`src/rtl/core/clt_pkg.sv`:
```
package clt_pkg;

   // Field widths of the request and response channels.
   localparam int TYPE_W  = 2;
   localparam int VALUE_W = 32;
   localparam int INDEX_W = 4;
   localparam int POS_W   = 4;
   localparam int LEN_W   = 4;

   // Request kinds.
   localparam logic [TYPE_W-1:0] REQ_APPEND = 2'd0;
   localparam logic [TYPE_W-1:0] REQ_REMOVE = 2'd1;
   localparam logic [TYPE_W-1:0] REQ_SEARCH = 2'd2;

   // The reserved value is never stored and never found.
   localparam logic signed [VALUE_W-1:0] RESERVED_VALUE = -32'sd1;

endpackage

```
`src/rtl/core/compacting_list_table_unit.sv`:
```
// Append, unused kinds, failed removes and reserved-value searches answer in the cycle
// after the request transfer; a remove first moves every entry above index i one slot down,
// and a search sweeps up from position 0 until it hits or runs past the last entry.
// Throughput: one request at a time; the sweeps walk the single read port one entry per cycle.
// Synchronous active-high reset empties the list and idles; entry contents are not cleared.
module compacting_list_table_unit #(
   parameter int SLOTS = 16
) (
   input  logic                                clock,
   input  logic                                reset,
   input  logic                                req_valid,
   output logic                                req_ready,
   input  logic [clt_pkg::TYPE_W-1:0]          req_type,
   input  logic signed [clt_pkg::VALUE_W-1:0]  req_value,
   input  logic [clt_pkg::INDEX_W-1:0]         req_index,
   output logic                                rsp_valid,
   input  logic                                rsp_ready,
   output logic                                rsp_ok,
   output logic [clt_pkg::POS_W-1:0]           rsp_position,
   output logic [clt_pkg::LEN_W-1:0]           rsp_length
);
   import clt_pkg::*;

   // The list holds at most CAP values. The count needs CW bits, a memory address AW.
   localparam int CAP = SLOTS - 1;
   localparam int CW  = $clog2(SLOTS);
   localparam int AW  = (CAP > 1) ? $clog2(CAP) : 1;
   localparam int XW  = (CW > INDEX_W) ? CW : INDEX_W;

   typedef enum logic [1:0] {
      S_IDLE,
      S_SHIFT,
      S_SEARCH,
      S_RESP
   } state_type;

   state_type                  state_ff, state_in;
   logic [CW-1:0]              count_ff, count_in;
   logic [CW-1:0]              ptr_ff, ptr_in;
   logic                       rd_vld_ff, rd_vld_in;
   logic [CW-1:0]              rd_idx_ff, rd_idx_in;
   logic signed [VALUE_W-1:0]  rd_data_ff;
   logic signed [VALUE_W-1:0]  value_ff, value_in;
   logic                       rsp_ok_ff, rsp_ok_in;
   logic [POS_W-1:0]           rsp_pos_ff, rsp_pos_in;

   // Entry storage: one write port and one registered read port.
   logic signed [VALUE_W-1:0]  mem [CAP];
   logic                       wr_en;
   logic [AW-1:0]              wr_addr;
   logic signed [VALUE_W-1:0]  wr_data;
   logic [AW-1:0]              rd_addr;
   logic [CW-1:0]              wr_idx;

   // Sweep control: issue is shared by the remove and search passes, hit serves the search.
   logic                       issue;
   logic                       hit;

   assign req_ready    = (state_ff == S_IDLE);
   assign rsp_valid    = (state_ff == S_RESP);
   assign rsp_ok       = rsp_ok_ff;
   assign rsp_position = rsp_pos_ff;
   assign rsp_length   = LEN_W'(count_ff);

   // A read is issued while the sweep pointer is still inside the list.
   assign issue  = (ptr_ff < count_ff);
   // The search comparator: the entry read last cycle against the held search value.
   assign hit    = rd_vld_ff && (rd_data_ff == value_ff);
   assign wr_idx = rd_idx_ff - 1'b1;

   always_comb begin
      state_in   = state_ff;
      count_in   = count_ff;
      ptr_in     = ptr_ff;
      rd_vld_in  = 1'b0;
      rd_idx_in  = rd_idx_ff;
      value_in   = value_ff;
      rsp_ok_in  = rsp_ok_ff;
      rsp_pos_in = rsp_pos_ff;
      wr_en      = 1'b0;
      wr_addr    = count_ff[AW-1:0];
      wr_data    = req_value;
      rd_addr    = ptr_ff[AW-1:0];

      unique case (state_ff)
         S_IDLE: begin
            if (req_valid) begin
               rsp_ok_in  = 1'b0;
               rsp_pos_in = '0;
               state_in   = S_RESP;
               unique case (req_type)
                  REQ_APPEND: begin
                     // Fullness is checked first; the reserved value succeeds unstored.
                     if (count_ff < CW'(CAP)) begin
                        rsp_ok_in = 1'b1;
                        if (req_value != RESERVED_VALUE) begin
                           wr_en    = 1'b1;
                           count_in = count_ff + 1'b1;
                        end
                     end
                  end
                  REQ_REMOVE: begin
                     // Entries above the removed one are read and written one slot down.
                     if (XW'(req_index) < XW'(count_ff)) begin
                        ptr_in   = CW'(req_index) + 1'b1;
                        state_in = S_SHIFT;
                     end
                  end
                  REQ_SEARCH: begin
                     // The reserved value is never found, so no sweep is started for it.
                     if (req_value != RESERVED_VALUE) begin
                        ptr_in   = '0;
                        value_in = req_value;
                        state_in = S_SEARCH;
                     end
                  end
                  default: begin
                     // An unused request kind only reports the length.
                  end
               endcase
            end
         end
         S_SHIFT: begin
            rd_vld_in = issue;
            rd_idx_in = ptr_ff;
            if (issue) begin
               ptr_in = ptr_ff + 1'b1;
            end
            if (rd_vld_ff) begin
               wr_en   = 1'b1;
               wr_addr = wr_idx[AW-1:0];
               wr_data = rd_data_ff;
            end
            if (!issue && !rd_vld_ff) begin
               count_in  = count_ff - 1'b1;
               rsp_ok_in = 1'b1;
               state_in  = S_RESP;
            end
         end
         S_SEARCH: begin
            rd_vld_in = issue;
            rd_idx_in = ptr_ff;
            if (issue) begin
               ptr_in = ptr_ff + 1'b1;
            end
            if (hit) begin
               rsp_ok_in  = 1'b1;
               rsp_pos_in = POS_W'(rd_idx_ff);
               state_in   = S_RESP;
            end else if (!issue && !rd_vld_ff) begin
               state_in = S_RESP;
            end
         end
         S_RESP: begin
            if (rsp_ready) begin
               state_in = S_IDLE;
            end
         end
         default: begin
            state_in = S_IDLE;
         end
      endcase
   end

   always_ff @(posedge clock) begin
      if (reset) begin
         state_ff  <= S_IDLE;
         count_ff  <= '0;
         rd_vld_ff <= 1'b0;
         rsp_ok_ff <= 1'b0;
      end else begin
         state_ff  <= state_in;
         count_ff  <= count_in;
         rd_vld_ff <= rd_vld_in;
         rsp_ok_ff <= rsp_ok_in;
      end
      ptr_ff     <= ptr_in;
      rd_idx_ff  <= rd_idx_in;
      value_ff   <= value_in;
      rsp_pos_ff <= rsp_pos_in;
   end

   always_ff @(posedge clock) begin
      if (wr_en) begin
         mem[wr_addr] <= wr_data;
      end
      rd_data_ff <= mem[rd_addr];
   end

   // The request and response sides are never open at the same time.
   assert property (@(posedge clock) disable iff (reset) !(req_ready && rsp_valid))
      else $error("request and response handshakes both open");

   // The count never exceeds the list capacity.
   assert property (@(posedge clock) disable iff (reset) count_ff <= CW'(CAP))
      else $error("list count beyond capacity");

   // The count moves by at most one per cycle.
   assert property (@(posedge clock) disable iff (reset)
      !$past(reset) |-> (count_ff == $past(count_ff)) ||
                        (count_ff == CW'($past(count_ff) + 1'b1)) ||
                        (count_ff == CW'($past(count_ff) - 1'b1)))
      else $error("list count jumped by more than one");

   // A search for the reserved value answers at once with a miss.
   assert property (@(posedge clock) disable iff (reset)
      (req_valid && req_ready && (req_type == REQ_SEARCH) && (req_value == RESERVED_VALUE))
      |=> (rsp_valid && !rsp_ok && (rsp_position == '0)))
      else $error("reserved value search did not miss");

endmodule

```
`config.mk`:
```
export PLATFORM = sky130hd
export DESIGN_NAME = compacting_list_table_unit
export DESIGN_NICKNAME = d
export VERILOG_FILES = /design/src/rtl/core/clt_pkg.sv /design/src/rtl/core/compacting_list_table_unit.sv
export SDC_FILE = /design/constraint.sdc
export NUM_CORES = 1
export LEC_CHECK = 0
export ABC_AREA = 1
export BUFFER_PORTS_ARGS = -buffer_cell sky130_fd_sc_hd__buf_2
export CAP_MARGIN = 40
export CORE_ASPECT_RATIO = 1.25
export CORE_MARGIN = 2
export CORE_UTILIZATION = 33
export CTS_BUF_LIST = sky130_fd_sc_hd__clkbuf_2 sky130_fd_sc_hd__clkbuf_4 sky130_fd_sc_hd__clkbuf_8
export DETAILED_ROUTE_END_ITERATION = 10
export PLACE_DENSITY_LB_ADDON = 0.05
export REMOVE_ABC_BUFFERS = 1
export SETUP_SLACK_MARGIN = 0.4
export SLEW_MARGIN = 30
export SYNTH_ARGS = -nofsm -noshare
export SYNTH_HDL_FRONTEND = slang
export SYNTH_SLANG_ARGS = --single-unit
```
`constraint.sdc`:
```
create_clock -name clock -period 4 [get_ports clock]
set_input_delay 0.2 -clock clock [delete_from_list [all_inputs] [get_ports clock]]
set_output_delay 0.2 -clock clock [all_outputs]
set_load 0.02 [all_outputs]
```
==> metrics.md, run 1 <==
| Metric | Value |
|---|---|
| Outcome | finished clean |
| Die X | 237 um |
| Mapped cell area | 0.0225 mm^2 |
| Seq cells post-synth | about 560 |
| Top-count cell post-synth | edfxtp_1 |
| Crit path max-delay family | simple AND/OR/NAND/NOR gates |
| Rel. slew slack | between 40% and 50% |
| CP Max Fanout | 22 |
| Final Hold Slack | 0.101 ns |
| Distinct cells, synth | 35 |
| Number of global-route vias before repair | 15100 |
| Placement Cell Area | 0.0241 mm^2 |
| Initial DRC count | 1122 |
| Port Buf Inserts | 52 |
| Critical-path top delay cell | nor2_4 |
| Crit path capture type | flop |
| Hold Path Class | in2reg |
| CP Launch Point | state_ff[1] |
| Final setup violation count | 0 |
| First-pass GRT wire length | slightly above 100 mm |
| Final #Nets | 1987 |
| Register area share after synthesis | 73.6% |
| Crit Path Class | reg2reg |
| Clock Pin Slew Worst Setup and Hold Paths | about 0.06 ns |
| FF-to-FF setup slack | 0.99 ns |
| EDFF count, synth | roughly 520 |
| RSZ-0062 raised after global routing | false |
| Synthesis Warnings | 0 |
| Area growth from synthesis to layout | 18.2% |
| Post-CTS Setup Bufs | 0 |
| Fillers | roughly 6500 |
| Detail Route Antenna Nets | 0 |
| Post-synth top cells | edfxtp_1 (524), nand2_1 (340), nor2_1 (173) |
| Routed WL | 71.0 mm |
| DR pass1 iterations | 5 |
| Crit Reg-Reg Startpoint | state_ff[1] |
| Final min period | 3.01 ns |
| Initial antenna violation count | 1 |
| Pin count of the biggest net entering global routing | 119 |
| TritonCTS Sinks | 564 |
| Largest cells by area after synthesis | edfxtp_1 (70%), nand2_1 (5.7%), dfxtp_1 (3.6%) |
| Site row count | 106 |
| Final Instance Area | between 0.02 and 0.03 mm^2 |
| Timing endpoint of the critical path | mem[6][29] |
| I/O pins | 53 |
| Clk_lat worst skew | 0.69 ns |
| Die Y | 296 um |
| Wire per inst | 24.7 um |
| Final period util | 75.3% |
| Endpoints failing hold | 0 |
| Cts bufs inserted | 98 |
| Slew Limit Fails | 0 |
| Starting Density | 33.5% |
| Overflow after GRT | 0 |
| CTS tree | yes |
| FFs w/ async S/R, synth | 0% |
| LEAKAGE | ~9.4 nW |
| Max stage delay on crit path | 0.43 ns |
| WP buf/inv | 4 |
| Via-to-Cell Ratio | 5.12 |
| Gr usage total | 20.4% |
| H-tree depth | 3 |
| Main synth FF type | edfxtp_1 |
| Maximum clock frequency | 0.332 GHz |
| Dpl ws | between 1 and 1.5 ns |
| Top cell by count, worst path | inv_1 |
| Bufs on Longest Clock Path | 3 |
| Peak supply drop | 410 uV |
| Setup crit start kind | flop |
| Number of cells produced by synthesis | 1761 |
| Worst-Margin Slew | 0.885 ns |
| CP Data Arrival Time | 3.37 ns |
| Data required, critical path | 4.36 ns |
| Power Density | 688 mW/mm^2 |
| Synthesized area per cell | 12.8 um^2 |
| Max-Cap Viols | 0 |
| Routability-driven placement congestion ratio | 0.809 |
| Crit. path cell count | 9 |
| Crit-path cells | inv_1, ha_1, nand2_2, inv_1, buf_4, o21ai_0, nand2_1, nor2_4, buf_12 |
| Area fraction of the dominant cell type after synthesis | 70.0% |
| Reg-to-Reg End | mem[6][29] |
| Root Buffer | clkbuf_8 |
| Core footprint | 0.0671 mm^2 |
| Cell taking the most area after synthesis | edfxtp_1 |
| R2R depth | 9 |
| Dpl hpwl | 41.7 mm |
| Setup Skew | 0.0343 ns |
| Vias | 14700 |
| Fraction of layout cells with a size suffix above 1 | 16.4% |
| DRC errors left | 0 |
| Fin Setup TNS | 0 ns |
| Setup WS post-layout | 0.988 ns |
| Total die area | around 0.07 mm^2 |
-- state kept, by name, summed over array words and instances (netlist names) --
signal        count
ptr_ff            4
value_ff         32
rsp_ok            1
state_ff          2
rd_vld_ff         1
mem             480
rd_idx_ff         4
rd_data_ff       32
rsp_length        4
rsp_position      4
-- power breakdown --
| group | leakage [nW] | internal, mW | total, mW | switching [mW] |
|---|---|---|---|---|
| Clock | 1.11 | 3.07 | 5.49 | 2.41 |
| Combinational | 3.19 | 1.51 | 5.48 | 3.97 |
| Sequential | 5.06 | 7.00 | 7.30 | 0.305 |
-- worst min path at each step --
stage | from | slack (ns) | to | cells after the start
after floorplan | reset | 0.27 | rsp_length[3] | 1
after CTS | req_valid | 0.03 | state_ff[0] | 5
after global placement | req_value[29] | 0.41 | value_ff[29] | 1
final | req_valid | 0.10 | state_ff[0] | 5
after global routing | req_valid | 0.11 | state_ff[0] | 5
after detailed placement | req_value[26] | 0.41 | value_ff[26] | 1
-- kinds of logic after synthesis --
logic type,share of synthesized area [%]
adder cells (fa/ha/maj),1.20
XOR/XNOR,0.741
flip-flops,73.6
AND/OR/NAND/NOR,11.2
AO/OA/AOI/OAI,9.88
buffers and inverters,3.40
-- routing by layer --
metal | track usage [%] | up-vias | part of all wire (%)
met5 | 0 | - | 0
met4 | 7.55 | 0 | 2.9
met3 | 2.76 | 105 | 3.7
met2 | 35.3 | 342 | 49
met1 | 26.2 | 7480 | 44
li1 | - | 6775 | -
-- area by class of cell --
type / instances / area, um^2 / area share (%)
Multi-Input combinational cell: 1022 / 5290 / 19.9
Timing Repair Buffer: 159 / 1290 / 4.85
Clock buffer: 154 / 1850 / 6.97
Tap cell: 864 / 1080 / 4.07
Inverter: 79 / 302 / 1.14
Antenna cell: 1 / 2.50 / 0.00942
Sequential cell: 564 / 16500 / 62.2
Clock inverter: 31 / 213 / 0.801
-- cells in the final DEF (no fill, tap or decap), types with 3 or more instances in the layout --
| cell type | Yosys | final |
|---|---|---|
| clkinv_1 | 0 | 10 |
| xnor2_1 | 16 | 16 |
| buf_4 | 8 | 58 |
| dlygate4sd3_1 | 0 | 38 |
| a21oi_1 | 54 | 54 |
| buf_12 | 0 | 10 |
| o2111ai_1 | 32 | 32 |
| a221oi_1 | 21 | 21 |
| buf_2 | 41 | 52 |
| nor3b_2 | 2 | 3 |
| edfxtp_1 | 524 | 524 |
| dfxtp_1 | 40 | 40 |
| o22ai_1 | 23 | 23 |
| o21ai_1 | 41 | 41 |
| inv_2 | 4 | 4 |
| nand2_1 | 340 | 339 |
| ha_1 | 20 | 20 |
| o221ai_1 | 43 | 43 |
| clkbuf_8 | 0 | 111 |
| inv_1 | 74 | 74 |
| nand3_1 | 70 | 70 |
| nand4_1 | 19 | 19 |
| nor2_1 | 173 | 158 |
| nor2_4 | 1 | 16 |
| xor2_1 | 3 | 3 |
| o21ai_0 | 149 | 148 |
| nand2_2 | 5 | 6 |
| clkinv_2 | 0 | 15 |
| clkbuf_4 | 0 | 43 |
-- metrics by stage --
step           cells  power (mW)  util, %
4_1_cts         2873        18.6     39.6
3_3_place_gp    2649        13.0     35.9
3_5_place_dp    2650        13.0     35.9
6_report        2874        18.3     39.6
5_1_grt         2874        19.3     39.6
2_1_floorplan   1665        10.5        -
-- worst reg2reg max path, cell delays in order, from the launching register on --
cell     delay [ns]
dfxtp_1        0.41
inv_1          0.11
ha_1           0.31
nand2_2        0.21
inv_1          0.08
buf_4          0.16
o21ai_0        0.35
nand2_1        0.34
nor2_4         0.43
buf_12         0.27
-- repair_timing --
item	in CTS	in global routing
hold endpoints to repair	44	0
hold buffers	38	0
gates resized for setup	0	0
(Power assumes the default switching activity.)
==> run 2, diff against run 1 <==
==> constraint.sdc (replaced) <==
create_clock -name clock -period 2.55 [get_ports clock]
set_input_delay 0.1275 -clock clock [delete_from_list [all_inputs] [get_ports clock]]
set_output_delay 0.1275 -clock clock [all_outputs]
set_load 0.02 [all_outputs]
==> metrics.md, run 2 (synthesis results as in run 1) <==
| Metric | Value |
|---|---|
| Outcome | finished clean |
| Final Power | 29.8 mW (+63%) |
| H-tree depth | 3 (unchanged) |
| LEAKAGE | 10.4 nW (+11%) |
| Crit path capture type | flop |
| Dpl ws | -0.147 ns (-1.18 ns) |
| CTS tree | yes |
| Hold Path Class | in2reg |
| DRC errors left | 0 (unchanged) |
| Pin count of the biggest net entering global routing | 54 (-55%) |
| Max stage delay on crit path | 0.32 ns (-0.11 ns) |
| Routability-driven placement congestion ratio | 0.806 (-0.37%) |
| Initial antenna violation count | 1 (unchanged) |
| I/O pins | 53 (unchanged) |
| RSZ-0062 raised after global routing | true |
| Fin Setup TNS | 0 ns (unchanged) |
| Crit. path cell count | 16 (+7) |
| Initial DRC count | 1209 (+7.8%) |
| Clock Pin Slew Worst Setup and Hold Paths | 0.06 ns (about the same) |
| Slew Limit Fails | 0 (unchanged) |
| R2R depth | 16 (+7) |
| Crit Path Class | reg2reg |
| Largest Register | mem |
| Worst-Margin Slew | 0.700 ns (-0.185 ns) |
| Die X | 237 um (unchanged) |
| Site row count | 106 (unchanged) |
| Maximum clock frequency | 0.447 GHz (+35%) |
| Peak supply drop | 462 uV (+13%) |
| Crit Reg-Reg Startpoint | state_ff[1] |
| Final min period | 2.24 ns (-0.777 ns) |
| Routed WL | 74.6 mm (+5.0%) |
| Final setup violation count | 0 (unchanged) |
| CP Max Fanout | 5 (-77%) |
| Vias | 15300 (+4.0%) |
| Setup Skew | 0.0250 ns (-0.00930 ns) |
| Power Density | 1030 mW/mm^2 (+49%) |
| CP Launch Point | state_ff[1] |
| First-pass GRT wire length | 105 mm (+2.0%) |
| Core footprint | 0.0671 mm^2 (unchanged) |
| Setup crit start kind | flop |
| Max-Cap Viols | 0 (unchanged) |
| Gr usage total | 20.7% (+0.29 points) |
| Starting Density | 33.5% (unchanged) |
| Area growth from synthesis to layout | 29.4% |
| Rel. slew slack | 53.2% (+12 points) |
| Fraction of layout cells with a size suffix above 1 | 23.2% (+6.8 points) |
| Reg-to-Reg End | mem[13][16] |
| Port Buf Inserts | 52 (unchanged) |
| Root Buffer | clkbuf_8 |
| Timing endpoint of the critical path | mem[13][16] |
| TritonCTS Sinks | 564 (unchanged) |
| Final Hold Slack | 0.0468 ns (-0.0543 ns) |
| Biggest regs | mem: 480 flops, rd_data_ff: 32 flops, value_ff: 32 flops |
| Crit-path cells | inv_2, buf_6, ha_4, nand2_4, nor2_4, nand2_4, nand2_4, buf_6, buf_6, buf_6, nand3_4, buf_6, nor2_4, buf_12, buf_12, buf_16 |
| Crit path max-delay family | buffers and inverters |
| Number of flip-flops in the largest register | 480 (unchanged) |
| Final std cells w/o fill | 3020 (+5.1%) |
| FF-to-FF setup slack | 0.31 ns (-0.67 ns) |
| Endpoints failing hold | 0 (unchanged) |
| Commonest non-fill, non-tap cell in the layout | edfxtp_1 |
| Die Y | 296 um (unchanged) |
| Number of global-route vias before repair | 15400 (+1.8%) |
| DR pass1 iterations | 5 (unchanged) |
| Final #Nets | 2141 (+7.8%) |
| Total die area | 0.0702 mm^2 (unchanged) |
| Commonest cells after routing, fill and taps aside | edfxtp_1 (524), nand2_1 (330), nor2_1 (155), o21ai_0 (146), buf_4 (106) |
| CP Data Arrival Time | 2.63 ns (-0.74 ns) |
| Wire per inst | 24.7 um (about the same) |
| Bufs on Longest Clock Path | 3 (unchanged) |
| Detail Route Antenna Nets | 0 (unchanged) |
| Setup WS post-layout | 0.315 ns (-0.673 ns) |
| WP buf/inv | 9 (+5) |
| Clk_lat worst skew | 0.69 ns (about the same) |
| Top cell by count, worst path | buf_6 |
| Overflow after GRT | 0 (unchanged) |
| Critical-path top delay cell | dfxtp_2 |
| Dpl hpwl | 43.6 mm (+4.6%) |
| Inst Count DP | 2709 (+2.2%) |
| Final period util | 87.7% (+12 points) |
| Data required, critical path | 2.94 ns (-1.42 ns) |
| Cts bufs inserted | 97 (-1.0%) |
| Via-to-Cell Ratio | 5.06 (-1.0%) |
-- run 2: changes by cell type in the layout (fill, tap and decap cells not counted), moves of 8 or more --
cell | before | now
buf_6 | 1 | 26
clkbuf_16 | 0 | 15
clkinv_2 | 15 | 7
buf_12 | 10 | 57
buf_16 | 0 | 13
clkinv_1 | 10 | 22
buf_4 | 58 | 106
nand2_1 | 339 | 330
clkbuf_8 | 111 | 101
-- run 2: worst min path at each step --
| stage | from | to | cells past startpoint |
|---|---|---|---|
| 2_1_floorplan | reset | rsp_length[3] | 1 |
| 3_3_place_gp | req_value[17] | value_ff[17] | 1 |
| 5_1_grt | req_value[25] | mem[13][25] | 4 |
| 3_5_place_dp | req_value[25] | value_ff[25] | 1 |
| 4_1_cts | req_value[26] | mem[12][26] | 4 |
| 6_report | req_value[26] | mem[11][26] | 4 |
-- run 2: power breakdown --
group / leakage (nW) / switching (mW) / internal (mW)
combinational: 4.30 / 6.83 / 3.36
clock: 1.03 / 3.72 / 4.54
sequential: 5.06 / 0.381 / 11.0
total: 10.4 / 10.9 / 18.9
-- run 2: metal layers --
layer | GRT usage (%) | part of all wire (%)
met1 | 28.0 | 45
met2 | 34.7 | 48
met3 | 2.89 | 4.3
met4 | 6.20 | 2.4
met5 | 0 | 0
-- run 2: what timing repair did --
item	4_1_cts	5_1_grt
hold buffers	40	0
endpoints found under the hold margin	117	0
resized for setup	63	52
endpoints found under the setup margin	512	493
cloned	12	17
pin swaps	15	24
setup buffers	41	24
-- run 2: cell type report --
| cell class | instances | area (um^2) |
|---|---|---|
| clock buffer | 140 | 1680 |
| inverter | 79 | 309 |
| timing repair buffer | 312 | 3670 |
| fill | 6265 | 38000 |
| multi-input combinational | 1024 | 5540 |
| antenna | 1 | 2.50 |
| tap | 864 | 1080 |
| clock inverter | 36 | 248 |
| sequential | 564 | 16500 |
-- run 2: stage by stage --
stage	cell area (um^2)	util [%]
global placement	24700	36.8
global route	29100	43.3
finish	29100	43.3
CTS	28100	41.9
floorplan	22000	-
detailed placement	24800	36.9
-- run 2: worst min-delay path: stages --
cell	delay (ns)
buf_2	0.10
nand2_1	0.05
o21ai_0	0.06
buf_4	0.24
==> run 3, diff against run 2 <==
--- a/config.mk
+++ b/config.mk
@@ -8,6 +8,8 @@
 export ABC_AREA = 1
 export BUFFER_PORTS_ARGS = -buffer_cell sky130_fd_sc_hd__buf_2
 export CAP_MARGIN = 40
+export CELL_PAD_IN_SITES_DETAIL_PLACEMENT = 2
+export CELL_PAD_IN_SITES_GLOBAL_PLACEMENT = 2
 export CORE_ASPECT_RATIO = 1.25
 export CORE_MARGIN = 2
 export CORE_UTILIZATION = 33
==> metrics.md, run 3 (synthesis results as in run 1) <==
| Metric | Value |
|---|---|
| Endpoints failing hold | 0 (unchanged) |
| Met3 usage | 3.46% (+0.58 points) |
| Data required, critical path | 2.98 ns (+0.04 ns) |
| Hold Path Class | in2reg |
| Largest Register | mem |
| Power Density | 1030 mW/mm^2 (+0.57%) |
| Clk_lat worst skew | 0.71 ns (+0.02 ns) |
| Core footprint | 0.0671 mm^2 (unchanged) |
| Global route hottest layer | met2 |
| Initial antenna violation count | 1 (unchanged) |
| Routed WL | 84.7 mm (+14%) |
| Slew Limit Fails | 0 (unchanged) |
| Rel. slew slack | 49.0% (-4.2 points) |
| Final Hold Slack | 0.0337 ns (-0.0130 ns) |
| Max-Cap Viols | 0 (unchanged) |
| Dpl hpwl | 49.6 mm (+14%) |
| Routability-driven placement congestion ratio | 0.762 (-5.4%) |
| Starting Density | 33.5% (unchanged) |
| Site row count | 106 (unchanged) |
| Met1 Use GR | 28.8% (+0.78 points) |
| H-tree depth | 3 (unchanged) |
| FF-to-FF setup slack | 0.17 ns (-0.15 ns) |
| CTS tree | yes |
| Die Y | 296 um (unchanged) |
| Detail Route Antenna Nets | 0 (unchanged) |
| Overflow after GRT | 0 (unchanged) |
| Number of flip-flops in the largest register | 480 (unchanged) |
| DR pass1 iterations | 7 (+2) |
| Crit path capture type | flop |
| Final setup violation count | 0 (unchanged) |
| Fraction of layout cells with a size suffix above 1 | 25.4% (+2.2 points) |
| CP Max Fanout | 5 (unchanged) |
| I/O pins | 53 (unchanged) |
| Wire per inst | 27.8 um (+13%) |
| Setup WS post-layout | 0.168 ns (-0.147 ns) |
| Setup Skew | 0.0411 ns (+0.0161 ns) |
| Final Instance Area | 0.0295 mm^2 (+1.4%) |
| Root Buffer | clkbuf_8 |
| LEAKAGE | 10.6 nW (+2.3%) |
| TritonCTS Sinks | 564 (unchanged) |
| CP Data Arrival Time | 2.81 ns (+0.18 ns) |
| Via-to-Cell Ratio | 5.22 (+3.2%) |
| Final period util | 93.4% (+5.8 points) |
| Fin Setup TNS | 0 ns (unchanged) |
| RSZ-0062 raised after global routing | true |
| Pin count of the biggest net entering global routing | 116 (+110%) |
| Gr usage total | 23.0% (+2.3 points) |
| Commonest non-fill, non-tap cell in the layout | edfxtp_1 |
| Bufs on Longest Clock Path | 3 (unchanged) |
| First-pass GRT wire length | 117 mm (+11%) |
| Dpl ws | -0.142 ns (+0.00572 ns) |
| Total die area | 0.0702 mm^2 (unchanged) |
| Vias | 15900 (+4.0%) |
| Initial DRC count | 1026 (-15%) |
| M2 GR Usage | 40.8% (+6.2 points) |
| Final #Nets | 2163 (+1.0%) |
| Maximum clock frequency | 0.420 GHz (-6.2%) |
| Number of global-route vias before repair | 17100 (+11%) |
| Clock Pin Slew Worst Setup and Hold Paths | 0.07 ns (about the same) |
| Crit Path Class | reg2reg |
| Commonest cells after routing, fill and taps aside | edfxtp_1 (524), nand2_1 (319), nor2_1 (150), o21ai_0 (142), buf_4 (115) |
| DRC errors left | 0 (unchanged) |
| Setup crit start kind | flop |
| Cts bufs inserted | 97 (unchanged) |
| Outcome | finished clean |
| Placement Cell Area | 0.0250 mm^2 (+0.97%) |
| Port Buf Inserts | 52 (unchanged) |
| Worst-Margin Slew | 0.763 ns (+0.0631 ns) |
| Die X | 237 um (unchanged) |
| Peak supply drop | 597 uV (+29%) |
| Area growth from synthesis to layout | 31.3% |
| Biggest regs | mem: 480 flops, rd_data_ff: 32 flops, value_ff: 32 flops |
| Final min period | 2.38 ns (+0.147 ns) |
-- run 3: cell types whose count changed in the layout (fill, tap and decap cells not counted), moves of 6 or more --
cell / delta
nand2_4: +8
buf_4: +9
nor2_2: +6
clkinv_2: +10
buf_6: +11
nand2_1: -11
clkbuf_4: -14
clkbuf_16: +8
buf_12: -7
clkbuf_8: +9
-- run 3: path summary, 6_finish.rpt --
path                            cells after the start         start         end
worst max register to register                     12  rd_idx_ff[0]  mem[3][25]
worst max-delay path                               12  rd_idx_ff[0]  mem[3][25]
worst min-delay path                                4  req_value[7]   mem[1][7]
worst min register to register                      2        rsp_ok      rsp_ok
-- run 3: cell type report --
| class | instances | area, um^2 |
|---|---|---|
| clock inverter | 43 | 265 |
| sequential | 564 | 16500 |
| fill | 6613 | 37600 |
| multi-input combinational | 1022 | 5630 |
| inverter | 79 | 317 |
| tap | 864 | 1080 |
| antenna | 1 | 2.50 |
| clock buffer | 135 | 1700 |
| timing repair buffer | 336 | 3950 |
-- run 3: per-layer routing --
| layer | up-vias | wire, um |
|---|---|---|
| met1 | 8305 | 35800 |
| li1 | 7148 | - |
| met4 | 0 | 1880 |
| met5 | - | 0 |
| met2 | 335 | 44000 |
| met3 | 113 | 3090 |
-- run 3: repair_timing --
action,4_1_cts,5_1_grt
hold endpoints to repair,115,0
gates resized for setup,71,104
gates cloned,4,20
buffers inserted,50,31
pin swaps,20,31
hold buffers,40,0
setup endpoints to repair,468,480
-- run 3: metrics by stage --
stage	std cells	util, %	total power [mW]
2_1_floorplan	1665	-	16.2
3_3_place_gp	2712	37.0	21.0
3_5_place_dp	2720	37.3	21.2
4_1_cts	2992	42.3	30.2
5_1_grt	3044	43.9	32.0
6_report	3044	43.9	30.4
-- run 3: where the power goes --
| part | leakage, nW | internal (mW) | total [mW] | switching, mW |
|---|---|---|---|---|
| Sequential | 5.06 | 11.0 | 11.4 | 0.402 |
| Clock | 1.05 | 4.53 | 8.49 | 3.96 |
| Combinational | 4.52 | 3.45 | 10.6 | 7.10 |
-- run 3: critical path, cell delays in order, from the launching register on --
cell      delay, ns
edfxtp_1       0.44
buf_6          0.15
nor3_4         0.18
xnor2_1        0.16
nand2_1        0.11
o21ai_2        0.10
buf_6          0.16
nand2_4        0.06
buf_6          0.13
nor2_4         0.21
buf_8          0.19
buf_6          0.12
buf_6          0.10
